**config.mk**
```make
export PLATFORM = sky130hd
export DESIGN_NAME = ppp_axis_div
export DESIGN_NICKNAME = d
export VERILOG_FILES = /design/src/ppp_pkg.sv /design/src/ppp_axis_div.sv
export SDC_FILE = /design/constraint.sdc
export NUM_CORES = 2
export LEC_CHECK = 0
export CORE_MARGIN = 1
export CORE_UTILIZATION = 34
export CTS_CLUSTER_SIZE = 40
export DETAILED_ROUTE_END_ITERATION = 6
export DONT_BUFFER_PORTS = 1
export PLACE_DENSITY = 0.58
export RECOVER_POWER = 50
export SYNTH_ARGS = -nofsm -noshare
export SYNTH_HDL_FRONTEND = slang
export SYNTH_SLANG_ARGS = --single-unit
```
**constraint.sdc**
```tcl
create_clock -name clk_i -period 17.6 [get_ports clk_i]
set_input_delay 1.76 -clock clk_i [delete_from_list [all_inputs] [get_ports clk_i]]
set_output_delay 1.76 -clock clk_i [all_outputs]
set_load 0.02 [all_outputs]
```
**src/ppp_pkg.sv**
```systemverilog
`timescale 1ns / 1ps
// shared types and constants for the pinhole point projection block
// no dependencies

package ppp_pkg;

  localparam int COORD_W     = 32;
  localparam int INTENSITY_W = 16;
  localparam int DIM_W       = 13;
  localparam int CFG_DATA_W  = 64;
  localparam int CFG_IDX_W   = 3;
  localparam int PROD_W      = 64;
  localparam int MAG_W       = 64;

  localparam logic [DIM_W-1:0] WIDTH_RESET  = DIM_W'(512);
  localparam logic [DIM_W-1:0] HEIGHT_RESET = DIM_W'(612);

  typedef enum logic [CFG_IDX_W-1:0] {
    REG_P00_P01 = 3'd0,
    REG_P02_P03 = 3'd1,
    REG_P10_P11 = 3'd2,
    REG_P12_P13 = 3'd3,
    REG_P20_P21 = 3'd4,
    REG_P22_P23 = 3'd5,
    REG_WIDTH   = 3'd6,
    REG_HEIGHT  = 3'd7
  } cfg_reg_e;

  typedef struct packed {
    logic             neg;
    logic [MAG_W-1:0] mag;
  } row_sum_t;

endpackage

```
**src/ppp_axis_div.sv**
```systemverilog
`timescale 1ns / 1ps
// pipelined restoring divide, rounding and border check for one axis
// depends on ppp_pkg

module ppp_axis_div
  import ppp_pkg::*;
#(
  parameter int PIXEL_BITS = 12,
  parameter int BORDER     = 2
) (
  input  logic                  clk_i,
  input  logic                  en_i,
  input  row_sum_t              num_i,
  input  row_sum_t              den_i,
  input  logic [DIM_W-1:0]      limit_i,
  output logic                  ok_o,
  output logic [PIXEL_BITS-1:0] pix_o
);

  localparam int QB = PIXEL_BITS + 1;
  localparam int CW = ((QB + 1 > DIM_W) ? QB + 1 : DIM_W) + 2;

  logic [MAG_W-1:0] r_q    [QB+1];
  logic [MAG_W-1:0] d_q    [QB+1];
  logic [QB-1:0]    q_q    [QB+1];
  logic [QB-1:0]    nlow_q [QB+1];
  logic             sgn_q  [QB+1];
  logic             bad_q  [QB+1];

  logic [MAG_W-1:0] r_init;
  logic             ok_q;
  logic [PIXEL_BITS-1:0] pix_q;

  assign r_init = num_i.mag >> QB;

  always_ff @(posedge clk_i) begin
    if (en_i) begin
      r_q[0]    <= r_init;
      d_q[0]    <= den_i.mag;
      q_q[0]    <= '0;
      nlow_q[0] <= num_i.mag[QB-1:0];
      sgn_q[0]  <= num_i.neg ^ den_i.neg;
      // quotient too wide or zero depth
      bad_q[0]  <= (r_init >= den_i.mag) || (den_i.mag == '0);
    end
  end

  for (genvar k = 1; k <= QB; k++) begin : g_step
    logic [MAG_W:0] t;
    logic [MAG_W:0] diff;
    logic           ge;

    assign t    = {r_q[k-1], nlow_q[k-1][QB-k]};
    assign ge   = t >= {1'b0, d_q[k-1]};
    assign diff = t - {1'b0, d_q[k-1]};

    always_ff @(posedge clk_i) begin
      if (en_i) begin
        r_q[k]    <= ge ? diff[MAG_W-1:0] : t[MAG_W-1:0];
        q_q[k]    <= {q_q[k-1][QB-2:0], ge};
        d_q[k]    <= d_q[k-1];
        nlow_q[k] <= nlow_q[k-1];
        sgn_q[k]  <= sgn_q[k-1];
        bad_q[k]  <= bad_q[k-1];
      end
    end
  end

  logic          rnd;
  logic [CW-1:0] qr;
  logic          ok_d;

  always_comb begin
    rnd  = {r_q[QB], 1'b0} >= {1'b0, d_q[QB]};
    qr   = CW'(q_q[QB]) + CW'(rnd);
    ok_d = !bad_q[QB]
         && !(sgn_q[QB] && (qr != '0))
         && (qr >= CW'(BORDER))
         && ((qr + CW'(BORDER)) <= CW'(limit_i))
         && (qr < (CW'(1) << PIXEL_BITS));
  end

  always_ff @(posedge clk_i) begin
    if (en_i) begin
      ok_q  <= ok_d;
      pix_q <= ok_d ? qr[PIXEL_BITS-1:0] : '0;
    end
  end

  assign ok_o  = ok_q;
  assign pix_o = pix_q;

endmodule

```
==> results.sh <==
export IMPL_firstDrtPassIters=6
export IMPL_post_cts_resized=0
export IMPL_relSlewSlack_pct=-507
export IMPL_synth_ff_type="edfxtp_1"
export IMPL_hpwl_um=230000
export IMPL_fin_crit_sh_pct=65.5
export IMPL_tightestPinTransition_ns=9.10
export IMPL_initial_utilization_pct=34.3
export IMPL_synth_edff_count=2002
export IMPL_violations="max-capacitance violations, max-slew violations"
export IMPL_clk_pin_slew_ns=0.06
export IMPL_synth_area_sq_um=122000
export IMPL_slew_viol_final=480
export IMPL_synth_common_cells="edfxtp_1, inv_1, a21oi_1"
export IMPL_fin_nets=12700
export IMPL_gr_usage_all_layers_pct=15.9
export IMPL_clock_skew_ns=0.0692
export IMPL_die_area_sq_um=362000
export IMPL_die_x_um=602
export IMPL_grt_setup_unrepaired="false"
export IMPL_status="finished, violations left"
export IMPL_finalHoldViolations=0
export IMPL_cp_start_kind="primary input"
export IMPL_gp_congestion=0.946
export IMPL_grt_met3_usage_pct=1.88
export IMPL_r2r_slack_ns=9.68
export IMPL_clk_latency_ns=0.91
export IMPL_grt_util_met1_pct=20.4
export IMPL_num_vias=83700
export IMPL_critPathKind="in -> reg"
export IMPL_whs_ns=0.374
export IMPL_drive_gt1_share_pct=6.30
export IMPL_grt_pass1_vias=83400
export IMPL_syn_inst=11700
export IMPL_ys_seq_area_share_pct=49.1
export IMPL_yosysWarnings=0
export IMPL_synthArstFlopShare_pct=0
export IMPL_grt_start_max_net_pins=285
export IMPL_hold_class="reg -> reg"
export IMPL_layoutNonFillerInstCount=16500
export IMPL_cts_setup_buffers=0
export IMPL_fp_row_count=219
export IMPL_antenna_found_initial=12
export IMPL_cts_sinks=2002
export IMPL_core_sq_um=357000
export IMPL_die_y_um=602
export IMPL_ant_nets=0
export IMPL_crit_arrival_ns=12.06
export IMPL_min_period_ns=11.53
export IMPL_area_delta_synth_final_pct=10.1
export IMPL_synth_seq_cells=2002
export IMPL_placement_io_buffers=0
export IMPL_worstPathRequired_ns=18.13
export IMPL_irDropWorstVdd_mv=0.0824
export IMPL_synth_cell_types=95
export IMPL_synth_top_cell_area_share_pct=49.1
export IMPL_drt_iter0_drc=5414
export IMPL_holdBufCountCts=0
export IMPL_syn_num_nets=12800
export IMPL_yosysTopAreaCell="edfxtp_1"
export IMPL_clockBufferDepth=4
export IMPL_fmax_mhz=86.7
export IMPL_avgSynthCellArea_sq_um=10.4
export IMPL_yosysMostFrequentCell="edfxtp_1"
export IMPL_cts_tree="yes"
export IMPL_clockRootBuffer="clkbuf_16"
export IMPL_powerDensity_nw_per_um2=167
export IMPL_overflow=0
export IMPL_cap_violations=3
export IMPL_yosys_top_cells_area="edfxtp_1, ha_1, a21oi_1"
export IMPL_htree_levels=4
export IMPL_wl_per_cell_um=17.9
export IMPL_use_met2_pct=26.3
export IMPL_final_area_sq_um=135000
export IMPL_io_pins=158
export IMPL_fin_util_pct=37.7
export IMPL_via_per_inst=5.06
export IMPL_dpl_instance_area_sq_um=127000
export IMPL_dpl_cell_count=16100
export IMPL_busiest_layer="met2"
export IMPL_leakagePower_nw=55.1
export IMPL_path_max_fanout=266
export IMPL_drcViolationCount=0
export IMPL_end_kind="register"
export IMPL_setup_viol_count_final=0
export IMPL_grt_pass1_wl_um=463000
export IMPL_setup_tns_ns=0
export IMPL_totalWireLength_um=297000
export IMPL_cts_buffers=229
[through the flow]
step                setup slack [ns]  power [mW]
floorplan                      11.55        15.1
global placement                9.23        17.7
detailed placement              9.16        17.7
CTS                             9.26        22.6
global route                    4.86        24.0
finish                          6.07        22.4
[final timing paths]
check / from / to / depth (start not counted)
worst max-delay path: en_i / r_q[12][59] / 8
worst min-delay path: nlow_q[0][22] / nlow_q[0][35] / 0
worst max register to register: r_q[13][1] / pix_o[10] / 29
worst min register to register: nlow_q[0][22] / nlow_q[0][35] / 0
[cell type report]
class | instances | area [sq um]
clock inverter | 150 | 1500
fill | 35300 | 222000
sequential | 2002 | 60100
clock buffer | 264 | 5930
inverter | 1173 | 4400
antenna | 6 | 15.0
multi-input combinational | 8137 | 56300
timing repair buffer | 58 | 584
tap | 4751 | 5940
[metal layers]
layer  vias up  wire length [um]
met3       636              9920
li1      42600                 -
met5         -                 0
met2      1763            134000
met1     38700            135000
met4         0             17800
[flip-flops by register name, indices dropped and copies added, names as in the netlist]
| signal | flops |
|---|---|
| r_q | 883 |
| bad_q | 14 |
| sgn_q | 14 |
| d_q | 896 |
| ok_o | 1 |
| nlow_q | 91 |
| q_q | 91 |
| pix_o | 12 |
[power by group]
group | internal, mW | total, mW | switching [mW] | leakage [nW]
registers | 6.87 | 7.52 | 0.650 | 19.6
clock network | 2.80 | 4.74 | 1.94 | 3.60
logic | 4.31 | 10.2 | 5.88 | 31.9
[cells in the final DEF (no fill, tap or decap), types with 232 or more instances in the layout]
cell,count
edfxtp_1,2002
inv_1,1170
a21oi_1,1146
ha_1,951
nand2_1,890
o21ai_0,730
nor2_1,714
a21o_1,569
xnor2_1,441
xor2_1,325
mux2_2,253
clkbuf_16,232
[worst max-delay path: stages]
cell and delay [ns]:
buf_16 0.71, buf_16 0.57, clkbuf_1 5.18, buf_16 0.63, buf_16 0.79, buf_16 0.48
buf_16 0.45, buf_16 0.44
[cell families (layout without fill, tap and decap cells)]
family | after synthesis | count (layout) | synth area share [%]
compound gates | 3369 | 3369 | 17.1
xor+xnor | 766 | 766 | 5.48
fa+ha+maj | 964 | 964 | 9.93
buf+inv | 1593 | 1645 | 5.04
flops | 2002 | 2002 | 49.1
mux | 321 | 321 | 2.94
other cells | 0 | 6 | 0
simple gates | 2717 | 2717 | 10.4
Note: power is estimated with default switching activity, not from simulation.
